[src/hw/rtl/gic_pkg.sv]
`default_nettype none

package gic_pkg;

    localparam int MAX_ROWS_DEF = 64;
    localparam int MAX_COLS_DEF = 64;

    localparam int SIZE_W    = 11;
    localparam int CFG_W     = 7;
    localparam int CFG_IDX_W = 1;
    localparam int COORD_W   = 6;
    localparam int COUNT_W   = 12;
    localparam int IN_DATA_W  = 16;
    localparam int OUT_DATA_W = 16;

    localparam int ROW_LSB  = 0;
    localparam int COL_LSB  = ROW_LSB + COORD_W;
    localparam int LAND_BIT = COL_LSB + COORD_W;

    localparam logic [CFG_W-1:0]   CFG_RESET = 7'd64;
    localparam logic [COUNT_W-1:0] COUNT_SAT = '1;

    localparam logic [CFG_IDX_W-1:0] CFG_ROWS = 1'b0;
    localparam logic [CFG_IDX_W-1:0] CFG_COLS = 1'b1;

    localparam logic OP_WRITE = 1'b0;
    localparam logic OP_QUERY = 1'b1;

    typedef struct packed {
        logic clr_start;
        logic clr_step;
        logic clr_land;
        logic land_wr;
        logic count_clear;
        logic count_inc;
        logic scan_start;
        logic scan_step;
        logic probe_nb;
        logic mark;
        logic pop;
        logic cur_load;
        logic nb_first;
        logic nb_step;
        logic out_load;
    } gic_cmd_t;

    typedef struct packed {
        logic clr_done;
        logic scan_empty;
        logic scan_last;
        logic probe_hit;
        logic nb_valid;
        logic nb_last;
        logic stack_empty;
        logic out_busy;
    } gic_status_t;

endpackage

`default_nettype wire

[src/hw/rtl/gic_ctrl.sv]
`default_nettype none

module gic_ctrl (
    input  wire logic               clk,
    input  wire logic               rst_n,
    input  wire logic               s_tvalid,
    input  wire logic               s_tuser,
    output logic                    s_tready,
    input  wire gic_pkg::gic_status_t sts,
    output gic_pkg::gic_cmd_t       cmd
);

    typedef enum logic [9:0] {
        ST_INIT     = 10'b0000000001,
        ST_IDLE     = 10'b0000000010,
        ST_VCLR     = 10'b0000000100,
        ST_SCAN_RD  = 10'b0000001000,
        ST_SCAN_CHK = 10'b0000010000,
        ST_POP      = 10'b0000100000,
        ST_POP_WAIT = 10'b0001000000,
        ST_NB_RD    = 10'b0010000000,
        ST_NB_CHK   = 10'b0100000000,
        ST_DONE     = 10'b1000000000
    } state_t;

    state_t state_reg;
    state_t state_next;

    always_comb
    begin
        state_next = state_reg;
        cmd        = '0;
        s_tready   = 1'b0;
        unique case (state_reg)
            ST_INIT:
            begin
                cmd.clr_step = 1'b1;
                cmd.clr_land = 1'b1;
                if (sts.clr_done)
                begin
                    state_next = ST_IDLE;
                end
            end
            ST_IDLE:
            begin
                s_tready = 1'b1;
                if (s_tvalid)
                begin
                    if (s_tuser == gic_pkg::OP_QUERY)
                    begin
                        cmd.clr_start   = 1'b1;
                        cmd.count_clear = 1'b1;
                        state_next      = ST_VCLR;
                    end
                    else
                    begin
                        cmd.land_wr = 1'b1;
                    end
                end
            end
            ST_VCLR:
            begin
                cmd.clr_step = 1'b1;
                if (sts.clr_done)
                begin
                    cmd.scan_start = 1'b1;
                    state_next     = sts.scan_empty ? ST_DONE : ST_SCAN_RD;
                end
            end
            ST_SCAN_RD:
            begin
                state_next = ST_SCAN_CHK;
            end
            ST_SCAN_CHK:
            begin
                if (sts.probe_hit)
                begin
                    cmd.mark      = 1'b1;
                    cmd.count_inc = 1'b1;
                    state_next    = ST_POP;
                end
                else if (sts.scan_last)
                begin
                    state_next = ST_DONE;
                end
                else
                begin
                    cmd.scan_step = 1'b1;
                    state_next    = ST_SCAN_RD;
                end
            end
            ST_POP:
            begin
                if (!sts.stack_empty)
                begin
                    cmd.pop    = 1'b1;
                    state_next = ST_POP_WAIT;
                end
                else if (sts.scan_last)
                begin
                    state_next = ST_DONE;
                end
                else
                begin
                    cmd.scan_step = 1'b1;
                    state_next    = ST_SCAN_RD;
                end
            end
            ST_POP_WAIT:
            begin
                cmd.cur_load = 1'b1;
                cmd.nb_first = 1'b1;
                state_next   = ST_NB_RD;
            end
            ST_NB_RD:
            begin
                cmd.probe_nb = 1'b1;
                if (sts.nb_valid)
                begin
                    state_next = ST_NB_CHK;
                end
                else if (sts.nb_last)
                begin
                    state_next = ST_POP;
                end
                else
                begin
                    cmd.nb_step = 1'b1;
                end
            end
            ST_NB_CHK:
            begin
                cmd.probe_nb = 1'b1;
                cmd.mark     = sts.probe_hit;
                if (sts.nb_last)
                begin
                    state_next = ST_POP;
                end
                else
                begin
                    cmd.nb_step = 1'b1;
                    state_next  = ST_NB_RD;
                end
            end
            ST_DONE:
            begin
                if (!sts.out_busy)
                begin
                    cmd.out_load = 1'b1;
                    state_next   = ST_IDLE;
                end
            end
            default:
            begin
                state_next = ST_INIT;
            end
        endcase
    end

    always_ff @(posedge clk or negedge rst_n)
    begin
        if (!rst_n)
        begin
            state_reg <= ST_INIT;
        end
        else
        begin
            state_reg <= state_next;
        end
    end

    assert property (@(posedge clk) disable iff (!rst_n)
        cmd.pop |-> !sts.stack_empty)
        else $error("A pop was issued on an empty fill stack.");

    assert property (@(posedge clk) disable iff (!rst_n)
        cmd.mark |-> sts.probe_hit)
        else $error("A cell was marked that is not unvisited land.");

endmodule

`default_nettype wire

[config.mk]
export PLATFORM = sky130hd
export DESIGN_NAME = gic_ctrl
export DESIGN_NICKNAME = d
export VERILOG_FILES = /design/src/hw/rtl/gic_pkg.sv /design/src/hw/rtl/gic_ctrl.sv
export SDC_FILE = /design/constraint.sdc
export NUM_CORES = 1
export LEC_CHECK = 0
export BUFFER_PORTS_ARGS = -buffer_cell sky130_fd_sc_hd__buf_2
export CAP_MARGIN = 20
export CORE_MARGIN = 2
export CORE_UTILIZATION = 49
export DETAILED_ROUTE_END_ITERATION = 7
export PLACE_DENSITY = 0.78
export SYNTH_ARGS = -nofsm -noshare
export SYNTH_HDL_FRONTEND = slang
export SYNTH_SLANG_ARGS = --single-unit
[constraint.sdc]
create_clock -name clk -period 2.08 [get_ports clk]
set_input_delay 0.416 -clock clk [delete_from_list [all_inputs] [get_ports clk]]
set_output_delay 0.416 -clock clk [all_outputs]
set_load 0.05 [all_outputs]
; After elaboration in Yosys (flattened, before gate mapping)
; Cells that the tools add are included.
[totals]
word_cells = 60
input_bits = 12
output_inout_bits = 16
regBits = 10
[classes]
reduce_logical = 3
muxes = 40
n_eq_ne = 16
[ops]
columns = op, count
row1 = $mux 10, 11
row2 = $pmux 10 s10, 1
row3 = $mux 1, 21
row4 = $eq 10x1->1 const B, 1
row5 = $eq 10x10->1 const B, 1
row6 = $eq 10x2->1 const B, 1
row7 = $eq 10x3->1 const B, 1
row8 = $eq 10x4->1 const B, 1
row9 = $eq 10x5->1 const B, 1
row10 = $eq 10x6->1 const B, 1
row11 = $eq 10x7->1 const B, 1
row12 = $eq 10x8->1 const B, 1
row13 = $eq 10x9->1 const B, 1
row14 = $ne 2x2->1 const B, 5
row15 = $mux 8, 1
row16 = $mux 2, 3
row17 = $pmux 1 s2, 3
row18 = $reduce_and 6->1, 1
row19 = $reduce_or 2->1, 2
row20 = $ne 3x3->1 const B, 1

; Longest topological paths before layout
; Gate-level depths: netlist (run 1).
[logic_depth]
depth_word = 3
mapped_depth = 6
ltp_nobuf = 4

; Worst setup path after synthesis (run 1)
; Ideal clock, no wire load.
[synth_path]
path_kind = register to output
startpoint = register state_reg[3]
endpoint = output port cmd[5] in the netlist's numbering
n_path_buf = 1
required_time_ns = 1.664
arrival_time_ns = 2.435
setup_slack_ns = -0.771
path_stages_with_launch = 6
path_cell_list = dfrtp_1 buf_6 or4_4 nor3_4 nand3_1 a21boi_0
[synth_rtl]
columns = element, line
row1 = from (decl), gic_ctrl.sv:26  ; state_t state_reg;
row2 = from (signal assigned), gic_ctrl.sv:168  ; state_reg <= state_next;
row3 = to (decl), gic_ctrl.sv:10  ; output gic_pkg::gic_cmd_t cmd

==> results.toml, run 1 <==
[critical_path]
timing.rr.start = "state_reg[7]"
required_ns = 1.66
setup.worst_path.start_class = "flip-flop"
criticalPathCategory = "reg -> out"
r2r-end = "state_reg[5]"
timing.critical_path.from = "state_reg[3]"
endpoint = "cmd[4]"
path_max_fanout = 5
crit_path_end_kind = "output pin"
arrival_ns = 2.15
regToRegSetupSlack_ns = -0.08
ff2ff_path_depth = 6

[grt]
grt.busiest_layer = "met2"
grt_pass1_vias = 1113
grt_use_total_pct = 36.3
met1_usage_pct = 39.3
antenna_found_initial = 0
grt_pass1_wl_um = 5290
grtUsageMet3_pct = 7.94
grt-ovfl-total = 0
grt_start_max_net_pins = 11
use_met2_pct = 63.9

[cts]
h-tree-depth = 1
cts_made_buffers = 3
cts.path.max_buffers = 2
cts_root_buf = "clkbuf_4"
clkLatencyLatePin_ns = 0.27
cts_tree = "done"
cts.sink_count = 10
clk_pin_slew_worst_paths_ns = 0.08

[floorplanning]
start_util_pct = 50.6
rows = 15
die_w_um = 45.5
die_h_um = 45.5
ios = 28
dieArea_um2 = 2070
core_um2 = 1670

[yosys]
syn-instance-count = 96
syn_nets = 108
synth_area_per_cell_um2 = 8.81
yosys_warnings = 0
synth_cell_types = 46
synth_ff_type = "dfrtp_1"
async_flop_share_pct = 100
yosysSeqAreaShare_pct = 29.7
ys_ff_latch = 10
synth_edf_count = 0
synth_area_um2 = 846

[cells_and_area]
n_antenna_cell = 0
syn_to_final_growth_pct = 88.9
final_core_util_pct = 95.7
largest_reg_flops = 10
final_nets = 172
drive_above_1_share_pct = 65.4
postLayoutCellArea_um2 = 1600

[detailed_routing]
first_iter_violations = 106
via_per_inst = 7.09
vias = 1247
ant_nets = 0
post-route-drc-count = 0
dr.pass1.iters = 6
wl_per_cell_um = 26.9
drt_wl_total_um = 4740

[job]
maxCapViolCount = 0

[run_status]
violations = "setup timing"
status = "finished, violations left"

[timing]
slew_viol_final = 0
layout_setup_ws_ns = -0.482
skew_ns = 0.00329
min_period_ns = 2.56
setup_viol_count_final = 21
tightest_slew_ns = 0.586
finalHoldViolCount = 0
slew_headroom_pct = 60.4
fmax_ghz = 0.390
timing.hold.ws_ns = 0.414
period_share_pct = 123
rsz0062_at_grt = "true"

[place]
placed_area_um2 = 1140
hpwlAfterDp_um = 1860
gp_congestion = 0.849
io_buffers = 27

[power]
vdd_ir_drop_max_uv = 823
p_leak_nw = 0.756
finalPower_mw = 1.45
powerDensity_nw_per_um2 = 910

[worst_hold_path]
hp-class = "in -> reg"
-- per-stage QoR --
| step | cells | setup TNS, ns | setup slack, ns |
|---|---|---|---|
| 2_1_floorplan | 96 | -0.382 | -0.108 |
| 3_3_place_gp | 150 | -0.0342 | -0.0342 |
| 3_5_place_dp | 150 | -0.0796 | -0.0627 |
| 4_1_cts | 166 | -2.02 | -0.297 |
| 5_1_grt | 176 | -5.92 | -0.482 |
| 6_report | 176 | -5.43 | -0.482 |
-- worst min-delay path by stage --
stage,start,endpoint,slack (ns),cells after the start
global placement,rst_n,state_reg[7],0.29,1
CTS,sts[7],state_reg[2],0.35,2
global route,sts[7],state_reg[2],0.42,2
detailed placement,rst_n,state_reg[7],0.29,1
finish,sts[7],state_reg[2],0.41,2
floorplan,rst_n,state_reg[1],0.12,0
-- per-layer routing --
layer,part of all wire (%),wire length (µm)
met1,35,1650
met2,45,2120
met3,10,490
met4,10,476
met5,0,0
-- layout by cell type, fill, tap and decap left out, types with 2 or more instances in the layout --
master	instances
buf_4	31
dfrtp_1	8
nor2b_1	3
nor4_4	3
buf_6	19
nor3_1	2
o21ai_0	5
o2111ai_1	2
nor2_1	4
buf_2	11
or4_4	2
buf_8	7
nand4b_1	4
nor3_4	2
inv_1	4
nand4_1	3
nor2_2	4
and4_4	3
xor2_1	3
and2_4	2
clkbuf_4	3
-- worst max-delay path, cell delays in order (launching register included) --
cell and delay [ns]:
dfrtp_1 0.43, or4_4 0.59, nor3_4 0.36, buf_6 0.16
and4_4 0.21, buf_8 0.14
-- final cells by class --
| type | instances | area (µm²) |
|---|---|---|
| clock buffers | 4 | 36.3 |
| fillers | 36 | 72.6 |
| inverters | 5 | 18.8 |
| multi-input cells | 71 | 652 |
| flip-flops and latches | 10 | 253 |
| well taps | 17 | 21.3 |
| repair buffers | 69 | 617 |
-- synthesized netlist by cell type, types with 2 or more instances --
master     n  area (µm²)
nor3b_1    2        15.0
nand3_1    2        10.0
nand2_1    2        7.51
and4_2     3        30.0
dfrtp_1    9         225
nand4b_1   4        35.0
nor3_1     3        15.0
nand4_1    3        18.8
nor2_1     9        33.8
and2_1     2        12.5
o2111ai_1  2        17.5
xor2_1     3        26.3
nor4_1     2        12.5
o21ai_0    5        25.0
clkbuf_1   2        7.51
inv_1      5        18.8
buf_2      3        15.0
nor4_2     2        25.0
a21oi_1    2        10.0
buf_4      3        22.5
nor2b_1    3        18.8
-- what timing repair did --
action / 4_1_cts / 5_1_grt
hold endpoints to repair: 4 / 0
resized for setup: 49 / 19
hold buffers: 1 / 0
setup buffers: 11 / 15
pin swaps: 9 / 17
setup endpoints to repair: 16 / 21
-- power breakdown --
part	switching, mW	internal (mW)
Sequential	0.0251	0.226
Combinational	0.553	0.464
Clock	0.0803	0.106
-- cell families after synthesis --
group / Yosys count / synth area share (%)
flops: 10 / 29.7
xor+xnor: 4 / 4.14
buf+inv: 15 / 9.47
compound gates: 18 / 15.5
simple gates: 49 / 41.1
No activity file was read; power rests on OpenSTA's default activity.
==> run 2: changes to the inputs <==
--- a/config.mk
+++ b/config.mk
@@ -7,10 +7,11 @@
 export LEC_CHECK = 0
 export BUFFER_PORTS_ARGS = -buffer_cell sky130_fd_sc_hd__buf_2
 export CAP_MARGIN = 20
-export CORE_MARGIN = 2
+export CORE_MARGIN = 1.5
 export CORE_UTILIZATION = 49
 export DETAILED_ROUTE_END_ITERATION = 7
 export PLACE_DENSITY = 0.78
+export REMOVE_ABC_BUFFERS = 1
 export SYNTH_ARGS = -nofsm -noshare
 export SYNTH_HDL_FRONTEND = slang
 export SYNTH_SLANG_ARGS = --single-unit
==> run 2 against run 1 <==
Compared with the run above: the flow finishes with violations (hold timing, setup timing); die area shrank 4.3%; non-clock buffer count shrank 5; worst setup slack gained 0.017 ns; final cell count shrank 3.4%; register-to-register slack gained 0.09 ns; clock skew grew 0.00074 ns; via count grew 0.56%; combinational power is essentially flat; critical path depth shrank 1; sequential cell count is the same; routed wire length shrank 4.7%.
==> results.toml, run 2 (same netlist as run 1, synthesis figures left out) <==
[job]
maxCapViolCount = 0

[cells_and_area]
fillCellCount = 32
syn_to_final_growth_pct = 78.1
largest_reg_flops = 10
drive_above_1_share_pct = 66.2
n_antenna_cell = 0
final_cell_mix = "buf_4 (35), buf_6 (15), buf_2 (11), dfrtp_1 (6)"
postLayoutCellArea_um2 = 1510
final_nets = 167
final_common_cell = "buf_4"
instances_no_fill = 170

[critical_path]
setup.worst_path.start_class = "flip-flop"
regToRegSetupSlack_ns = 0.01
r2r-end = "state_reg[9]"
required_ns = 1.66
criticalPathCategory = "reg -> out"
ff2ff_path_depth = 6
arrival_ns = 2.13
timing.rr.start = "state_reg[6]"
crit_path_end_kind = "output pin"
path_max_fanout = 6

[timing]
slew_viol_final = 0
skew_ns = 0.00403
rsz0062_at_grt = "true"
layout_setup_ws_ns = -0.465
slew_headroom_pct = 69.5
fmax_ghz = 0.393
timing.hold.ws_ns = -0.0199
setup_viol_count_final = 16
tightest_slew_ns = 0.451
period_share_pct = 122
min_period_ns = 2.54
finalHoldViolCount = 9

[detailed_routing]
dr.pass1.iters = 6
wl_per_cell_um = 26.5
via_per_inst = 7.38
first_iter_violations = 85
drt_wl_total_um = 4510
post-route-drc-count = 0
vias = 1254
ant_nets = 0

[floorplanning]
rows = 14
start_util_pct = 54.3
dieArea_um2 = 1980
die_w_um = 44.5
die_h_um = 44.5
ios = 28
core_um2 = 1560

[grt]
grt_start_max_net_pins = 11
grt_pass1_wl_um = 4900
grt_use_total_pct = 34.8
antenna_found_initial = 0
grt_pass1_vias = 1047
grt-ovfl-total = 0

[worst_hold_path]
hp-class = "in -> async"

[run_status]
violations = "hold timing, setup timing"
status = "finished, violations left"

[cts]
cts.sink_count = 10
cts.path.max_buffers = 2
clkLatencyLatePin_ns = 0.29
clk_pin_slew_worst_paths_ns = 0.08
cts_tree = "done"
cts_made_buffers = 3
cts_root_buf = "clkbuf_4"
ctsHoldBuffers = 0
h-tree-depth = 1

[place]
io_buffers = 27
hpwlAfterDp_um = 1810
gp_congestion = 0.832
dp_cells = 144
placed_area_um2 = 1050
post-place-ws_ns = -0.0755

[power]
vdd_ir_drop_max_uv = 939
p_leak_nw = 0.728
powerDensity_nw_per_um2 = 955
[run 2: cell types whose count changed in the layout (fill, tap and decap cells not counted), sizes merged]
| cell | before | now |
|---|---|---|
| buf | 68 | 64 |
| dlygate4sd3 | 1 | 0 |
[run 2: critical path: stages (launching register included)]
cell and delay, ns:
dfrtp_1 0.41, or4_4 0.55, nor3_4 0.34, and4_2 0.32, buf_4 0.22
[run 2: cell type report]
| type | instances | area (µm²) | share of cell area, % |
|---|---|---|---|
| multi-input cells | 71 | 644 | 42.8 |
| inverters | 5 | 18.8 | 1.25 |
| clock buffers | 4 | 36.3 | 2.41 |
| repair buffers | 64 | 532 | 35.3 |
| well taps | 16 | 20.0 | 1.33 |
| flip-flops and latches | 10 | 255 | 16.9 |
[run 2: per-layer routing]
layer	global-route usage [%]	part of all wire [%]	vias up
met5	0	0	-
met4	15.8	9.7	0
met3	10.6	13	64
met2	54.5	46	153
met1	43.5	32	562
li1	-	-	475
[run 2: stage by stage]
stage          utilization [%]  setup TNS [ns]  power, mW
4_1_cts                   84.5           -2.16       1.11
5_1_grt                   96.6           -4.46       1.46
3_5_place_dp              67.5          -0.442      0.825
6_report                  96.6           -4.03       1.44
3_3_place_gp              67.5               0      0.811
2_1_floorplan                -           -6.21      0.646
[run 2: power breakdown]
part	internal, mW	leakage (nW)	switching (mW)
clock network	0.107	0.0210	0.0862
registers	0.225	0.130	0.0243
logic	0.450	0.578	0.545
total	0.783	0.728	0.655
[run 2: worst max path at each step]
stage	from	to
after global placement	state_reg[3]	cmd[5]
final	state_reg[2]	cmd[3]
after global routing	state_reg[2]	cmd[5]
after floorplan	state_reg[5]	cmd[10]
after CTS	state_reg[3]	cmd[3]
after detailed placement	state_reg[3]	cmd[5]
[run 2: repair_timing]
item / in CTS / in global routing
endpoints found under the setup margin: 15 / 16
gates cloned: 0 / 0
pin swaps: 7 / 10
gates resized for setup: 40 / 27
buffers inserted: 12 / 10
==> run 3: changes to the inputs <==
--- a/config.mk
+++ b/config.mk
@@ -10,8 +10,8 @@
 export CORE_MARGIN = 1.5
 export CORE_UTILIZATION = 49
 export DETAILED_ROUTE_END_ITERATION = 7
+export GPL_TIMING_DRIVEN = 1
 export PLACE_DENSITY = 0.78
-export REMOVE_ABC_BUFFERS = 1
 export SYNTH_ARGS = -nofsm -noshare
 export SYNTH_HDL_FRONTEND = slang
 export SYNTH_SLANG_ARGS = --single-unit
==> run 3 against run 2 <==
Compared with the run above: the run now fails in 5_1_grt; synthesized area stayed put; synthesized cell count stayed put.
==> results.toml, run 3 <==
[cts]
cts_made_buffers = 3
cts_root_buf = "clkbuf_4"
cts.sink_count = 10
h-tree-depth = 1
ctsHoldBuffers = 0
cts.path.max_buffers = 2

[run_status]
stop_error = "[ERROR DPL-0033] detailed placement checks failed during check placement."
status = "did not finish"
stop_stage = "5_1_grt"

[yosys]
ys_top_cells_by_count = "dfrtp_1 (9), nor2_1 (9), inv_1 (5), o21ai_0 (5), nand4b_1 (4)"
synth_cell_types = 46
ys_ff_latch = 10
synth_area_um2 = 846
synth_edf_count = 0
async_flop_share_pct = 100
synth_ff_type = "dfrtp_1"
yosysTopAreaCell = "dfrtp_1"
syn-instance-count = 96
synth_area_per_cell_um2 = 8.81
synthTopCellsByArea = "dfrtp_1 (27%), nand4b_1 (4.1%), nor2_1 (4.0%)"
yosysTopAreaCellShare_pct = 26.6
syn_nets = 108
yosysSeqAreaShare_pct = 29.7
yosys_warnings = 0

[floorplanning]
die_h_um = 44.5
die_w_um = 44.5
ios = 28
start_util_pct = 54.3
rows = 14

[grt]
grt_start_max_net_pins = 11
antenna_found_initial = 0

[timing]
worst-ep-kind = "top-level output"
worst_endpoint = "cmd[5]"

[place]
dp_cells = 151
io_buffers = 27
placed_area_um2 = 1160
gp_congestion = 0.893
hpwlAfterDp_um = 1960
run 3: through the flow:
stage	TNS, ns	setup WS (ns)	hold WS [ns]
floorplan	-0.382	-0.108	0.120
global placement	-0.0814	-0.0421	0.293
detailed placement	-0.182	-0.0709	0.299
CTS	-2.40	-0.322	0.00286
run 3: cell families after synthesis:
group | synth area share, %
XOR/XNOR | 4.14
AO/OA/AOI/OAI | 15.5
flip-flops | 29.7
buffers and inverters | 9.47
AND/OR/NAND/NOR | 41.1
run 3: timing repair:
action | 4_1_cts
endpoints found under the setup margin | 16
buffers inserted | 9
resized for setup | 54
pin swaps | 14
==> run 4: changes to the inputs <==
--- a/config.mk
+++ b/config.mk
@@ -7,11 +7,11 @@
 export LEC_CHECK = 0
 export BUFFER_PORTS_ARGS = -buffer_cell sky130_fd_sc_hd__buf_2
 export CAP_MARGIN = 20
-export CORE_MARGIN = 1.5
-export CORE_UTILIZATION = 49
+export CORE_AREA = 2 2 63 65
 export DETAILED_ROUTE_END_ITERATION = 7
+export DIE_AREA = 0 0 65 67
 export GPL_TIMING_DRIVEN = 1
-export PLACE_DENSITY = 0.78
+export PLACE_DENSITY_LB_ADDON = 0.15
 export SYNTH_ARGS = -nofsm -noshare
 export SYNTH_HDL_FRONTEND = slang
 export SYNTH_SLANG_ARGS = --single-unit
==> run 4 against run 3 <==
Compared with the run above: the flow now finishes, with violations (setup timing).
==> results.toml, run 4 (same netlist as run 1, synthesis figures left out) <==
[run_status]
status = "finished, violations left"
violations = "setup timing"

[timing]
tightest_slew_ns = 0.438
slew_headroom_pct = 70.4
slew_viol_final = 0
min_period_ns = 2.27
finalHoldViolCount = 0
period_share_pct = 109
rsz0062_at_grt = "true"
layout_setup_ws_ns = -0.192
timing.hold.ws_ns = 0.0412
skew_ns = 0.000961
setup_viol_count_final = 19
fmax_ghz = 0.440

[cells_and_area]
final_common_cell = "buf_4"
fillCellCount = 345
final_core_util_pct = 46.1
n_antenna_cell = 0
instances_no_fill = 207
final_cell_mix = "buf_4 (35), buf_6 (19), buf_2 (11), dfrtp_1 (7)"
syn_to_final_growth_pct = 96.7
drive_above_1_share_pct = 68.6
largest_reg_flops = 10
final_nets = 172

[power]
powerDensity_nw_per_um2 = 853
finalPower_mw = 1.42
p_leak_nw = 0.769
vdd_ir_drop_max_uv = 607

[critical_path]
crit_path_end_kind = "output pin"
required_ns = 1.66
ff2ff_path_depth = 9
criticalPathCategory = "reg -> out"
path_max_fanout = 5
setup.worst_path.start_class = "flip-flop"
arrival_ns = 1.86
regToRegSetupSlack_ns = -0.15

[grt]
grt_use_total_pct = 14.8
grt_pass1_wl_um = 4860
antenna_found_initial = 0
grt_start_max_net_pins = 11
grt_pass1_vias = 1015
grt-ovfl-total = 0

[floorplanning]
dieArea_um2 = 4360
core_um2 = 3610
die_w_um = 65
rows = 22
ios = 28
start_util_pct = 23.5
die_h_um = 67

[detailed_routing]
vias = 994
via_per_inst = 4.80
drt_wl_total_um = 2970
first_iter_violations = 16
post-route-drc-count = 0
ant_nets = 0
wl_per_cell_um = 14.4
dr.pass1.iters = 4

[place]
gp_congestion = 0.792
io_buffers = 27
hpwlAfterDp_um = 2090
post-place-ws_ns = -0.0926
dp_cells = 188

[cts]
cts_made_buffers = 3
h-tree-depth = 1
cts.path.max_buffers = 2
clk_pin_slew_worst_paths_ns = 0.05
clkLatencyLatePin_ns = 0.24
cts_tree = "done"
cts.sink_count = 10
cts_root_buf = "clkbuf_8"
ctsHoldBuffers = 0

[job]
maxCapViolCount = 0

[worst_hold_path]
hp-class = "in -> async"
## run 4: critical path: stages (launching register included)
cell	delay, ns
dfrtp_1	0.42
or4_4	0.52
nor3_4	0.23
and4_4	0.29
buf_6	0.16
## run 4: timing repair
action                     4_1_cts  5_1_grt
pin swaps                        8       11
setup endpoints to repair       16       21
resized for setup               50       17
setup buffers                    5       10
## run 4: worst paths after layout
path / startpoint / endpoint
worst min-delay path: rst_n / state_reg[9]
worst max register to register: state_reg[3] / state_reg[5]
max in group asynchronous: rst_n / state_reg[0]
min in group clk: sts[7] / state_reg[2]
worst min register to register: state_reg[5] / state_reg[8]
worst max-delay path: state_reg[2] / cmd[2]
## run 4: final cells by class
cell class / count / area [µm²] / share of cell area [%]
Inverter: 5 / 18.8 / 1.13
Sequential cell: 10 / 254 / 15.3
Timing Repair Buffer: 69 / 592 / 35.6
Multi-Input combinational cell: 71 / 684 / 41.1
Tap cell: 48 / 60.1 / 3.61
Clock buffer: 4 / 55.1 / 3.31
## run 4: per-stage QoR
step | instance area [µm²] | setup TNS [ns]
2_1_floorplan | 912 | -0.382
3_3_place_gp | 1240 | -0.168
3_5_place_dp | 1240 | -0.205
4_1_cts | 1520 | -1.82
5_1_grt | 1660 | -3.89
6_report | 1660 | -2.25
## run 4: per-layer routing
layer | part of all wire [%] | up-vias | GRT usage, % | routed length, µm
met3 | 2.9 | 4 | 2.36 | 87
met2 | 52 | 21 | 25.0 | 1540
met5 | 0 | - | 0 | 0
li1 | - | 488 | - | -
met1 | 44 | 481 | 18.4 | 1300
met4 | 1.6 | 0 | 6.91 | 47
## run 4: where the power goes
part | internal, mW | leakage, nW | total (mW) | switching, mW
logic | 0.442 | 0.609 | 0.923 | 0.481
clock network | 0.167 | 0.0288 | 0.255 | 0.0875
registers | 0.226 | 0.131 | 0.241 | 0.0157
total | 0.835 | 0.769 | 1.42 | 0.584
